$ cat src/sv/mmn_pkg.sv
// Package for the min-max normalizer: field widths, fixed-point constants
// and the sequencer state type. No dependencies.
`default_nettype none

package mmn_pkg;

   localparam int SAMPLE_W  = 32;
   localparam int COL_W     = 4;
   localparam int SPAN_W    = 31;
   localparam int FRAC_BITS = 16;
   localparam int NORM_W    = 17;
   localparam int DIFF_W    = 33;

   localparam logic signed [SAMPLE_W-1:0] SAMPLE_MAX = 32'sh7FFF_FFFF;
   localparam logic signed [SAMPLE_W-1:0] SAMPLE_MIN = 32'sh8000_0000;
   localparam logic [NORM_W-1:0]          Q_ONE      = 17'h1_0000;
   localparam logic [SPAN_W-1:0]          SPAN_RESET = 31'd1;

   typedef enum logic [2:0] {
      S_IDLE,
      S_LOAD,
      S_CHECK,
      S_DIV,
      S_DONE
   } state_type;

   localparam logic FUNC_OBSERVE   = 1'b0;
   localparam logic FUNC_NORMALIZE = 1'b1;

endpackage

`default_nettype wire

$ cat src/sv/mmn_req_if.sv
// Request channel of the min-max normalizer: valid/ready handshake with the
// function code, column index and sample. Depends on mmn_pkg.
`default_nettype none

interface mmn_req_if;
   logic                                 valid;
   logic                                 ready;
   logic                                 func;
   logic [mmn_pkg::COL_W-1:0]            column;
   logic signed [mmn_pkg::SAMPLE_W-1:0]  sample;

   modport source (output valid, func, column, sample, input ready);
   modport sink   (input valid, func, column, sample, output ready);
endinterface

`default_nettype wire

$ cat src/sv/mmn_rsp_if.sv
// Response channel of the min-max normalizer: valid/ready handshake with the
// normalized value and the flat-column flag. Depends on mmn_pkg.
`default_nettype none

interface mmn_rsp_if;
   logic                         valid;
   logic                         ready;
   logic [mmn_pkg::NORM_W-1:0]   norm_value;
   logic                         flat_column;

   modport source (output valid, norm_value, flat_column, input ready);
   modport sink   (input valid, norm_value, flat_column, output ready);
endinterface

`default_nettype wire

$ cat src/sv/mmn_div.sv
// Bit-serial restoring divider producing one quotient bit per cycle for the
// fraction num * 2^16 / den with num below den. Depends on mmn_pkg.
`default_nettype none

module mmn_div (
   input  wire logic                              clock,
   input  wire logic                              reset,
   input  wire logic                              start,
   input  wire logic [mmn_pkg::SAMPLE_W-1:0]      num,
   input  wire logic [mmn_pkg::SAMPLE_W-1:0]      den,
   output      logic                              done,
   output      logic [mmn_pkg::FRAC_BITS-1:0]     quot
);

   localparam int CNT_W = $clog2(mmn_pkg::FRAC_BITS + 1);

   logic [mmn_pkg::SAMPLE_W-1:0]  rem_ff;
   logic [mmn_pkg::SAMPLE_W-1:0]  rem_in;
   logic [mmn_pkg::SAMPLE_W-1:0]  den_ff;
   logic [mmn_pkg::FRAC_BITS-1:0] quot_ff;
   logic [CNT_W-1:0]              cnt_ff;
   logic                          busy_ff;
   logic                          done_ff;
   logic [mmn_pkg::SAMPLE_W:0]    shifted;
   logic [mmn_pkg::SAMPLE_W:0]    diff;
   logic                          ge;

   always_comb begin
      shifted = {rem_ff, 1'b0};
      diff    = shifted - {1'b0, den_ff};
      ge      = ~diff[mmn_pkg::SAMPLE_W];
      rem_in  = ge ? diff[mmn_pkg::SAMPLE_W-1:0] : shifted[mmn_pkg::SAMPLE_W-1:0];
   end

   always_ff @(posedge clock) begin
      if (reset) begin
         busy_ff <= 1'b0;
         done_ff <= 1'b0;
         cnt_ff  <= '0;
      end else begin
         done_ff <= 1'b0;
         if (start) begin
            busy_ff <= 1'b1;
            cnt_ff  <= CNT_W'(mmn_pkg::FRAC_BITS);
         end else if (busy_ff) begin
            cnt_ff <= cnt_ff - CNT_W'(1);
            if (cnt_ff == CNT_W'(1)) begin
               busy_ff <= 1'b0;
               done_ff <= 1'b1;
            end
         end
      end
   end

   always_ff @(posedge clock) begin
      if (start) begin
         rem_ff <= num;
         den_ff <= den;
      end else if (busy_ff) begin
         rem_ff  <= rem_in;
         quot_ff <= {quot_ff[mmn_pkg::FRAC_BITS-2:0], ge};
      end
   end

   assign done = done_ff;
   assign quot = quot_ff;

endmodule

`default_nettype wire

$ cat src/sv/min_max_normalizer_core.sv
// Top level of the min-max normalizer: column bound storage, sequencer and
// output register. Depends on mmn_pkg, mmn_req_if, mmn_rsp_if and mmn_div.
//
// Each column keeps a running minimum and maximum. An observe transaction
// folds its sample into its column's bounds in the load state and returns
// nothing. A normalize transaction returns (sample - min) / (max - min) as
// an unsigned Q1.16 fraction, saturated to 0..65536, or zero with the flat
// flag when the span is below min_span, the column was never observed or
// its index is out of range. A result that saturates or is flat is set in
// the check state; any other comes from the bit-serial divider, which
// produces one of sixteen quotient bits per cycle. The output register lets
// the next request be accepted while a finished response still waits. The
// bounds live in a memory of MAX_COLS entries with one valid bit each, so
// no clearing pass follows reset.
`default_nettype none

module min_max_normalizer_core #(
   parameter int MAX_COLS = 16
) (
   input  wire logic                          clock,
   input  wire logic                          reset,
   input  wire logic                          csr_we,
   input  wire logic [mmn_pkg::SPAN_W-1:0]    csr_wdata,
   mmn_req_if.sink                            req_if,
   mmn_rsp_if.source                          rsp_if
);

   localparam int IDX_W = (MAX_COLS > 1) ? $clog2(MAX_COLS) : 1;

   mmn_pkg::state_type state_ff;
   mmn_pkg::state_type state_in;

   logic [mmn_pkg::SPAN_W-1:0]           min_span_ff;

   logic signed [mmn_pkg::SAMPLE_W-1:0]  mem_min [MAX_COLS];
   logic signed [mmn_pkg::SAMPLE_W-1:0]  mem_max [MAX_COLS];
   logic [MAX_COLS-1:0]                  vld_ff;

   logic [IDX_W+mmn_pkg::COL_W-1:0]      col_ext;
   logic [IDX_W-1:0]                     req_idx;
   logic                                 req_inrange;
   logic                                 req_fire;

   logic                                 func_ff;
   logic [IDX_W-1:0]                     idx_ff;
   logic                                 inrange_ff;
   logic signed [mmn_pkg::SAMPLE_W-1:0]  sample_ff;
   logic signed [mmn_pkg::SAMPLE_W-1:0]  rd_min_ff;
   logic signed [mmn_pkg::SAMPLE_W-1:0]  rd_max_ff;
   logic                                 rd_vld_ff;

   logic signed [mmn_pkg::SAMPLE_W-1:0]  eff_min;
   logic signed [mmn_pkg::SAMPLE_W-1:0]  eff_max;
   logic signed [mmn_pkg::SAMPLE_W-1:0]  new_min;
   logic signed [mmn_pkg::SAMPLE_W-1:0]  new_max;

   logic signed [mmn_pkg::DIFF_W-1:0]    span_ff;
   logic signed [mmn_pkg::DIFF_W-1:0]    num_ff;
   logic signed [mmn_pkg::DIFF_W-1:0]    min_span_ext;

   logic                                 is_flat;
   logic                                 is_low;
   logic                                 is_high;

   logic [mmn_pkg::NORM_W-1:0]           res_val_ff;
   logic [mmn_pkg::NORM_W-1:0]           res_val_in;
   logic                                 res_flat_ff;
   logic                                 res_flat_in;
   logic                                 res_set;

   logic                                 rsp_valid_ff;
   logic [mmn_pkg::NORM_W-1:0]           rsp_val_ff;
   logic                                 rsp_flat_ff;
   logic                                 out_free;

   logic                                 req_ready;
   logic                                 do_write;
   logic                                 div_start;
   logic                                 out_load;
   logic                                 div_done;
   logic [mmn_pkg::FRAC_BITS-1:0]        div_quot;

   always_comb begin
      col_ext     = {{IDX_W{1'b0}}, req_if.column};
      req_idx     = col_ext[IDX_W-1:0];
      req_inrange = ({3'b000, req_if.column} < 7'(MAX_COLS));
      req_fire    = req_if.valid & req_ready;
   end

   always_ff @(posedge clock) begin
      if (reset) begin
         min_span_ff <= mmn_pkg::SPAN_RESET;
      end else if (csr_we) begin
         min_span_ff <= csr_wdata;
      end
   end

   always_ff @(posedge clock) begin
      if (req_fire) begin
         func_ff    <= req_if.func;
         idx_ff     <= req_idx;
         inrange_ff <= req_inrange;
         sample_ff  <= req_if.sample;
         rd_min_ff  <= mem_min[req_idx];
         rd_max_ff  <= mem_max[req_idx];
         rd_vld_ff  <= vld_ff[req_idx];
      end
   end

   always_comb begin
      eff_min = rd_vld_ff ? rd_min_ff : mmn_pkg::SAMPLE_MAX;
      eff_max = rd_vld_ff ? rd_max_ff : mmn_pkg::SAMPLE_MIN;
      new_min = (sample_ff < eff_min) ? sample_ff : eff_min;
      new_max = (sample_ff > eff_max) ? sample_ff : eff_max;
   end

   always_ff @(posedge clock) begin
      if (do_write) begin
         mem_min[idx_ff] <= new_min;
         mem_max[idx_ff] <= new_max;
      end
   end

   always_ff @(posedge clock) begin
      if (reset) begin
         vld_ff <= '0;
      end else if (do_write) begin
         vld_ff[idx_ff] <= 1'b1;
      end
   end

   always_ff @(posedge clock) begin
      if (state_ff == mmn_pkg::S_LOAD) begin
         span_ff <= {eff_max[mmn_pkg::SAMPLE_W-1], eff_max}
                    - {eff_min[mmn_pkg::SAMPLE_W-1], eff_min};
         num_ff  <= {sample_ff[mmn_pkg::SAMPLE_W-1], sample_ff}
                    - {eff_min[mmn_pkg::SAMPLE_W-1], eff_min};
      end
   end

   always_comb begin
      min_span_ext = {2'b00, min_span_ff};
      is_flat      = ~inrange_ff | (span_ff < min_span_ext);
      is_low       = num_ff[mmn_pkg::DIFF_W-1] | (num_ff == '0);
      is_high      = (num_ff >= span_ff);
   end

   mmn_div u_div (
      .clock (clock),
      .reset (reset),
      .start (div_start),
      .num   (num_ff[mmn_pkg::SAMPLE_W-1:0]),
      .den   (span_ff[mmn_pkg::SAMPLE_W-1:0]),
      .done  (div_done),
      .quot  (div_quot)
   );

   always_comb begin
      state_in = state_ff;
      case (state_ff)
         mmn_pkg::S_IDLE: begin
            if (req_fire) state_in = mmn_pkg::S_LOAD;
         end
         mmn_pkg::S_LOAD: begin
            if (func_ff == mmn_pkg::FUNC_NORMALIZE) state_in = mmn_pkg::S_CHECK;
            else                                    state_in = mmn_pkg::S_IDLE;
         end
         mmn_pkg::S_CHECK: begin
            if (is_flat || is_low || is_high) state_in = mmn_pkg::S_DONE;
            else                              state_in = mmn_pkg::S_DIV;
         end
         mmn_pkg::S_DIV: begin
            if (div_done) state_in = mmn_pkg::S_DONE;
         end
         mmn_pkg::S_DONE: begin
            if (out_free) state_in = mmn_pkg::S_IDLE;
         end
         default: state_in = mmn_pkg::S_IDLE;
      endcase
   end

   always_comb begin
      req_ready   = 1'b0;
      do_write    = 1'b0;
      div_start   = 1'b0;
      out_load    = 1'b0;
      res_set     = 1'b0;
      res_val_in  = '0;
      res_flat_in = 1'b0;
      case (state_ff)
         mmn_pkg::S_IDLE: begin
            req_ready = 1'b1;
         end
         mmn_pkg::S_LOAD: begin
            do_write = (func_ff == mmn_pkg::FUNC_OBSERVE) & inrange_ff;
         end
         mmn_pkg::S_CHECK: begin
            res_set = 1'b1;
            if (is_flat) begin
               res_flat_in = 1'b1;
            end else if (is_low) begin
               res_val_in = '0;
            end else if (is_high) begin
               res_val_in = mmn_pkg::Q_ONE;
            end else begin
               res_set   = 1'b0;
               div_start = 1'b1;
            end
         end
         mmn_pkg::S_DIV: begin
            if (div_done) begin
               res_set    = 1'b1;
               res_val_in = {1'b0, div_quot};
            end
         end
         mmn_pkg::S_DONE: begin
            out_load = out_free;
         end
         default: ;
      endcase
   end

   always_ff @(posedge clock) begin
      if (reset) begin
         state_ff <= mmn_pkg::S_IDLE;
      end else begin
         state_ff <= state_in;
      end
   end

   always_ff @(posedge clock) begin
      if (res_set) begin
         res_val_ff  <= res_val_in;
         res_flat_ff <= res_flat_in;
      end
   end

   assign out_free = ~rsp_valid_ff | rsp_if.ready;

   always_ff @(posedge clock) begin
      if (reset) begin
         rsp_valid_ff <= 1'b0;
      end else if (out_load) begin
         rsp_valid_ff <= 1'b1;
      end else if (rsp_if.ready) begin
         rsp_valid_ff <= 1'b0;
      end
   end

   always_ff @(posedge clock) begin
      if (out_load) begin
         rsp_val_ff  <= res_val_ff;
         rsp_flat_ff <= res_flat_ff;
      end
   end

   assign req_if.ready       = req_ready;
   assign rsp_if.valid       = rsp_valid_ff;
   assign rsp_if.norm_value  = rsp_val_ff;
   assign rsp_if.flat_column = rsp_flat_ff;

   a_rsp_from_done: assert property (@(posedge clock) disable iff (reset)
      $rose(rsp_valid_ff) |-> $past(state_ff == mmn_pkg::S_DONE))
      else $error("Response raised outside the completion state.");

   a_div_in_div: assert property (@(posedge clock) disable iff (reset)
      div_done |-> state_ff == mmn_pkg::S_DIV)
      else $error("Divider finished while the sequencer was not waiting.");

   a_accept_loads: assert property (@(posedge clock) disable iff (reset)
      req_fire |=> state_ff == mmn_pkg::S_LOAD)
      else $error("Accepted transaction did not start a bounds read.");

   a_flat_zero: assert property (@(posedge clock) disable iff (reset)
      rsp_valid_ff && rsp_flat_ff |-> rsp_val_ff == '0)
      else $error("Flat column response carries a nonzero value.");

   a_val_range: assert property (@(posedge clock) disable iff (reset)
      rsp_valid_ff |-> rsp_val_ff <= mmn_pkg::Q_ONE)
      else $error("Normalized value exceeds one.");

endmodule

`default_nettype wire

$ cat src/flat_wrapper.sv
// flat-port wrapper written by rule: the top's interface ports become plain ports
module min_max_normalizer_core_flat 
#(
   parameter int MAX_COLS = 16
)
  (clock, reset, csr_we, csr_wdata, req_if_valid, req_if_func, req_if_column, req_if_sample, req_if_ready, rsp_if_valid, rsp_if_norm_value, rsp_if_flat_column, rsp_if_ready);
  mmn_req_if req_if_i ();
  mmn_rsp_if rsp_if_i ();
  input  wire logic clock;
  input  wire logic reset;
  input  wire logic csr_we;
  input  wire logic [mmn_pkg::SPAN_W-1:0] csr_wdata;
  input wire logic [$bits(req_if_i.valid)-1:0] req_if_valid;
  input wire logic [$bits(req_if_i.func)-1:0] req_if_func;
  input wire logic [$bits(req_if_i.column)-1:0] req_if_column;
  input wire logic [$bits(req_if_i.sample)-1:0] req_if_sample;
  output wire logic [$bits(req_if_i.ready)-1:0] req_if_ready;
  output wire logic [$bits(rsp_if_i.valid)-1:0] rsp_if_valid;
  output wire logic [$bits(rsp_if_i.norm_value)-1:0] rsp_if_norm_value;
  output wire logic [$bits(rsp_if_i.flat_column)-1:0] rsp_if_flat_column;
  input wire logic [$bits(rsp_if_i.ready)-1:0] rsp_if_ready;
  assign req_if_i.valid = req_if_valid;
  assign req_if_i.func = req_if_func;
  assign req_if_i.column = req_if_column;
  assign req_if_i.sample = req_if_sample;
  assign req_if_ready = req_if_i.ready;
  assign rsp_if_valid = rsp_if_i.valid;
  assign rsp_if_norm_value = rsp_if_i.norm_value;
  assign rsp_if_flat_column = rsp_if_i.flat_column;
  assign rsp_if_i.ready = rsp_if_ready;
  min_max_normalizer_core #(.MAX_COLS(MAX_COLS)) u_core (.clock(clock), .reset(reset), .csr_we(csr_we), .csr_wdata(csr_wdata), .req_if(req_if_i), .rsp_if(rsp_if_i));
endmodule
$ cat config.mk
export PLATFORM = sky130hd
export DESIGN_NAME = min_max_normalizer_core_flat
export DESIGN_NICKNAME = d
export VERILOG_FILES = /design/src/sv/mmn_pkg.sv /design/src/sv/mmn_req_if.sv /design/src/sv/mmn_rsp_if.sv /design/src/sv/mmn_div.sv /design/src/sv/min_max_normalizer_core.sv /design/src/flat_wrapper.sv
export SDC_FILE = /design/constraint.sdc
export NUM_CORES = 1
export LEC_CHECK = 0
export BUFFER_PORTS_ARGS = -buffer_cell sky130_fd_sc_hd__buf_2
export CAP_MARGIN = 20
export CORE_AREA = 2 2 390 392
export DETAILED_ROUTE_END_ITERATION = 6
export DIE_AREA = 0 0 392 394
export SYNTH_ARGS = -nofsm -noshare
export SYNTH_HDL_FRONTEND = slang
export SYNTH_SLANG_ARGS = --single-unit
$ cat constraint.sdc
create_clock -name clock -period 6.9 [get_ports clock]
set_input_delay 1.035 -clock clock [delete_from_list [all_inputs] [get_ports clock]]
set_output_delay 1.035 -clock clock [all_outputs]
set_load 0.05 [all_outputs]
==> impl_summary.txt <==
----------------------------------------------------
[Finish]
  Sequential cell area ... 40,400 um2
  Layout overhead on the synthesized area ... 13.6%
  Fill cell instance count of the final layout ... 13.1k
  Total number of nets in the final design ... 4,009
  Antenna cell count ... 0
  Number of standard cells in the layout, taps in and fillers out ... 5,888
  Share of final-layout standard cells stronger than drive strength 1 ... 19.8%
  Multi-input logic area ... 18,300 um2

[Global routing]
  First-pass GRT wire length ... 227 mm
  Global router's overall resource usage ... 20.2%
  Number of global-route vias before repair ... 32.9k
  Largest net degree at the start of global routing ... 137
  Global route total overflow ... 0
  Initial antenna violation count ... 5

[Detailed routing]
  Vias per inst ... 5.72
  WL final ... 156 mm
  TritonRoute pass-1 iters ... 6
  DRC marker count from the first detailed-route iteration ... 3,500
  Avg WL per Cell ... 26.5 um
  Total number of vias ... 33.7k
  DRC viols ... 0
  Post-route antenna net violation count ... 0

[Run status]
  Outcome ... finished, final reports clean

[Synthesis]
  Yosys warnings ... 0
  Number of register bits inferred by synthesis ... 1,366
  Syn avg cell area ... 16.8 um2
  Post-synth top cells ... sky130_fd_sc_hd__edfxtp_1, sky130_fd_sc_hd__mux4_2, sky130_fd_sc_hd__inv_1
  Share of synthesized registers carrying an async set or reset ... 0%
  Synthesized Nets ... 3,833
  Top cell type's share of synthesized area ... 65.6%
  Post-synthesis cell count ... 3,564
  Post-synthesis instance area ... 59,900 um2
  Top cells by area in the synthesized netlist ... sky130_fd_sc_hd__edfxtp_1, sky130_fd_sc_hd__mux4_2, sky130_fd_sc_hd__ha_1
  Flip-flop cell with the highest count after synthesis ... sky130_fd_sc_hd__edfxtp_1
  Number of synthesized flops with an enable pin ... 1,308
  Number of distinct library cell variants in the gate-level netlist after synthesis ... 83
  Cell type with the highest aggregate area in the netlist ... sky130_fd_sc_hd__edfxtp_1
  Most used standard cell by instance count after synthesis ... sky130_fd_sc_hd__edfxtp_1
  Sequential area share after synthesis ... 67.5%

[STA]
  Rel. slew slack ... 13.2%
  Setup-violating endpoint count in the final report ... 0
  Min Tclk post-route ... 5.88 ns
  Worst Skew ... 0.0465 ns
  Share of the clock period used by the worst path ... 85.2%
  Max Freq ... 170 MHz
  Unrepaired setup endpoints after global routing ... no
  Worst Tran Pin Value ... 1.30 ns
  Max-slew violation count ... 0
  Final sum of negative setup slack ... 0 ns
  Total count of hold-check failures in the final report ... 0
  Worst hold slack ... 0.408 ns

[Floorplan]
  Boundary pin count ... 93
  Die boundary height ... 394 um
  Cell Rows ... 143
  DIE WIDTH ... 392 um
  Starting density of the core ... 39.8%
  Floorplan core area ... 151,000 um2
  Die ar. ... 154,000 um2

[Setup path]
  Endpoint arrival time on the critical path ... 6.28 ns
  Maximum fanout count along the critical path ... 25
  CP required ... 7.30 ns
  Startpoint type of the worst setup path ... flop
  Type of the worst setup path ... flop to flop
  Nature of the critical path endpoint ... flop

[Power]
  Pwr Density ... 280 nW/um2
  Sequential cell fraction of total power ... 50.6%
  Worst supply voltage drop on vdd ... 0.249 mV
  Clock group share of total power ... 40.2%
  Net switching share of the total power ... 23.9%
  Power spent charging and discharging nets ... 4.55 mW
  Total leakage power ... 23.3 nW
  Design internal power ... 14.5 mW
  Fraction of power consumed by combinational cells ... 9.2%

[Clock network]
  Number of buffers created by CTS ... 142
  Post-CTS setup-driven buffer insertion count ... 0
  Hold_buf cts ... 0
  Bufs on Longest Clock Path ... 3
  Root Driver ... sky130_fd_sc_hd__clkbuf_16
  # clock sinks ... 1,366
  Clock transition at the registers of the reported paths ... 0.06 ns
  Insertion delay of the later-clocked pin in the worst-skew pair ... 0.80 ns
  Clock tree from TritonCTS ... built
  H-tree lvl count ... 4
  Post-CTS sizing ... 0

[Placed design]
  # port buffers ... 92
  Placed cells ... 5,609
  DP HPWL ... 95.8 mm
  Weighted congestion at the end of routability-driven global placement ... 0.918

[Run]
  Max_cap viols ... 0

[Min path]
  Kind of path behind the tightest hold check ... input port to flop

----------------------------------------------------
registers in the layout, indices dropped and copies added (netlist names), 3 cells and up:
| signal | count |
|---|---|
| u_core.state_ff | 3 |
| u_core.mem_max | 512 |
| u_core.res_val_ff | 17 |
| u_core.mem_min | 512 |
| u_core.u_div.rem_ff | 32 |
| u_core.span_ff | 33 |
| u_core.u_div.den_ff | 32 |
| u_core.num_ff | 33 |
| u_core.rsp_if.norm_value | 17 |
| u_core.min_span_ff | 31 |
| u_core.u_div.quot | 16 |
| u_core.rd_min_ff | 32 |
| u_core.rd_max_ff | 32 |
| u_core.sample_ff | 32 |
| u_core.u_div.cnt_ff | 5 |
| u_core.vld_ff | 16 |
| u_core.idx_ff | 4 |
layout make-up:
| cell class | instances | area share [%] |
|---|---|---|
| well taps | 2030 | 3.73 |
| multi-input cells | 1842 | 26.8 |
| flip-flops and latches | 1366 | 59.4 |
| inverters | 200 | 1.10 |
| clock buffers | 177 | 5.49 |
| repair buffers | 188 | 2.06 |
| clock inverters | 85 | 1.39 |
path summary, 6_finish.rpt:
kind                            cells past startpoint                  from                          end  slack [ns]
worst max-delay path                               12      u_core.rd_vld_ff         u_core.mem_max[4][8]        1.02
worst min-delay path                                1      req_if_sample[0]          u_core.sample_ff[0]        0.41
worst max register to register                     12      u_core.rd_vld_ff         u_core.mem_max[4][8]        1.02
worst min register to register                      0  u_core.res_val_ff[2]  u_core.rsp_if.norm_value[2]        0.42
worst max-delay path, stage by stage (launching register included):
cell	delay, ns
sky130_fd_sc_hd__edfxtp_1	0.99
sky130_fd_sc_hd__buf_12	0.30
sky130_fd_sc_hd__nand2_1	0.17
sky130_fd_sc_hd__ha_1	0.33
sky130_fd_sc_hd__a21o_1	0.16
sky130_fd_sc_hd__a21oi_1	0.13
sky130_fd_sc_hd__o21ai_0	0.09
sky130_fd_sc_hd__o41ai_1	0.71
sky130_fd_sc_hd__o311ai_4	0.21
sky130_fd_sc_hd__nor3_2	0.80
sky130_fd_sc_hd__buf_4	0.43
sky130_fd_sc_hd__o311ai_0	0.17
sky130_fd_sc_hd__a22oi_1	0.97
metal layers:
layer,vias up,track usage [%],routed length (um)
met2,1375,31.3,72700
met3,225,3.15,11000
met1,17400,29.7,69200
met4,2,5.05,2980
li1,14700,-,-
met5,-,0,13
power by group through the flow:
stage	sequential [mW]	combinational, mW	clock (mW)
after global placement	9.84	1.66	0
after floorplan	9.77	1.10	0
after global routing	9.67	1.91	8.14
final	9.66	1.75	7.67
after CTS	9.66	1.72	7.82
after detailed placement	9.84	1.71	0
logic make-up after synthesis:
family / synth area share (%)
compound gates: 5.98
xor+xnor: 1.04
fa+ha+maj: 4.13
buf+inv: 2.29
flops: 67.5
mux: 13.7
simple gates: 5.38
per-stage QoR:
step | power [mW] | util (%) | instance area (um2) | worst slack (ns)
global placement | 11.5 | 41.9 | 63100 | 1.25
global route | 19.7 | 45.2 | 68100 | 0.726
finish | 19.1 | 45.2 | 68100 | 1.02
CTS | 19.2 | 45.1 | 67900 | 1.16
floorplan | 10.9 | - | 59900 | 0.989
detailed placement | 11.6 | 42.0 | 63200 | 1.18
placed cells by master (no fill, tap or decap), types with 23 or more instances in the layout:
| master | Yosys | routed |
|---|---|---|
| sky130_fd_sc_hd__edfxtp_1 | 1308 | 1308 |
| sky130_fd_sc_hd__mux4_2 | 325 | 325 |
| sky130_fd_sc_hd__inv_1 | 199 | 199 |
| sky130_fd_sc_hd__ha_1 | 193 | 193 |
| sky130_fd_sc_hd__nor2_1 | 174 | 159 |
| sky130_fd_sc_hd__clkbuf_16 | 0 | 144 |
| sky130_fd_sc_hd__nand2_1 | 125 | 125 |
| sky130_fd_sc_hd__a21oi_1 | 113 | 113 |
| sky130_fd_sc_hd__o21ai_0 | 93 | 93 |
| sky130_fd_sc_hd__buf_2 | 9 | 88 |
| sky130_fd_sc_hd__mux2i_1 | 83 | 82 |
| sky130_fd_sc_hd__buf_4 | 1 | 79 |
| sky130_fd_sc_hd__nand4_1 | 72 | 72 |
| sky130_fd_sc_hd__o311ai_0 | 65 | 65 |
| sky130_fd_sc_hd__dfxtp_1 | 58 | 58 |
| sky130_fd_sc_hd__a21o_1 | 50 | 50 |
| sky130_fd_sc_hd__nor2b_1 | 48 | 48 |
| sky130_fd_sc_hd__xnor2_1 | 48 | 48 |
| sky130_fd_sc_hd__nand3_1 | 44 | 44 |
| sky130_fd_sc_hd__nor3_1 | 46 | 41 |
| sky130_fd_sc_hd__clkbuf_1 | 105 | 32 |
| sky130_fd_sc_hd__a22oi_1 | 31 | 31 |
| sky130_fd_sc_hd__clkinv_1 | 0 | 29 |
| sky130_fd_sc_hd__and2_1 | 27 | 26 |
| sky130_fd_sc_hd__nand2b_1 | 24 | 24 |
| sky130_fd_sc_hd__xor2_1 | 23 | 23 |
No activity file was read; power rests on OpenSTA's default activity.
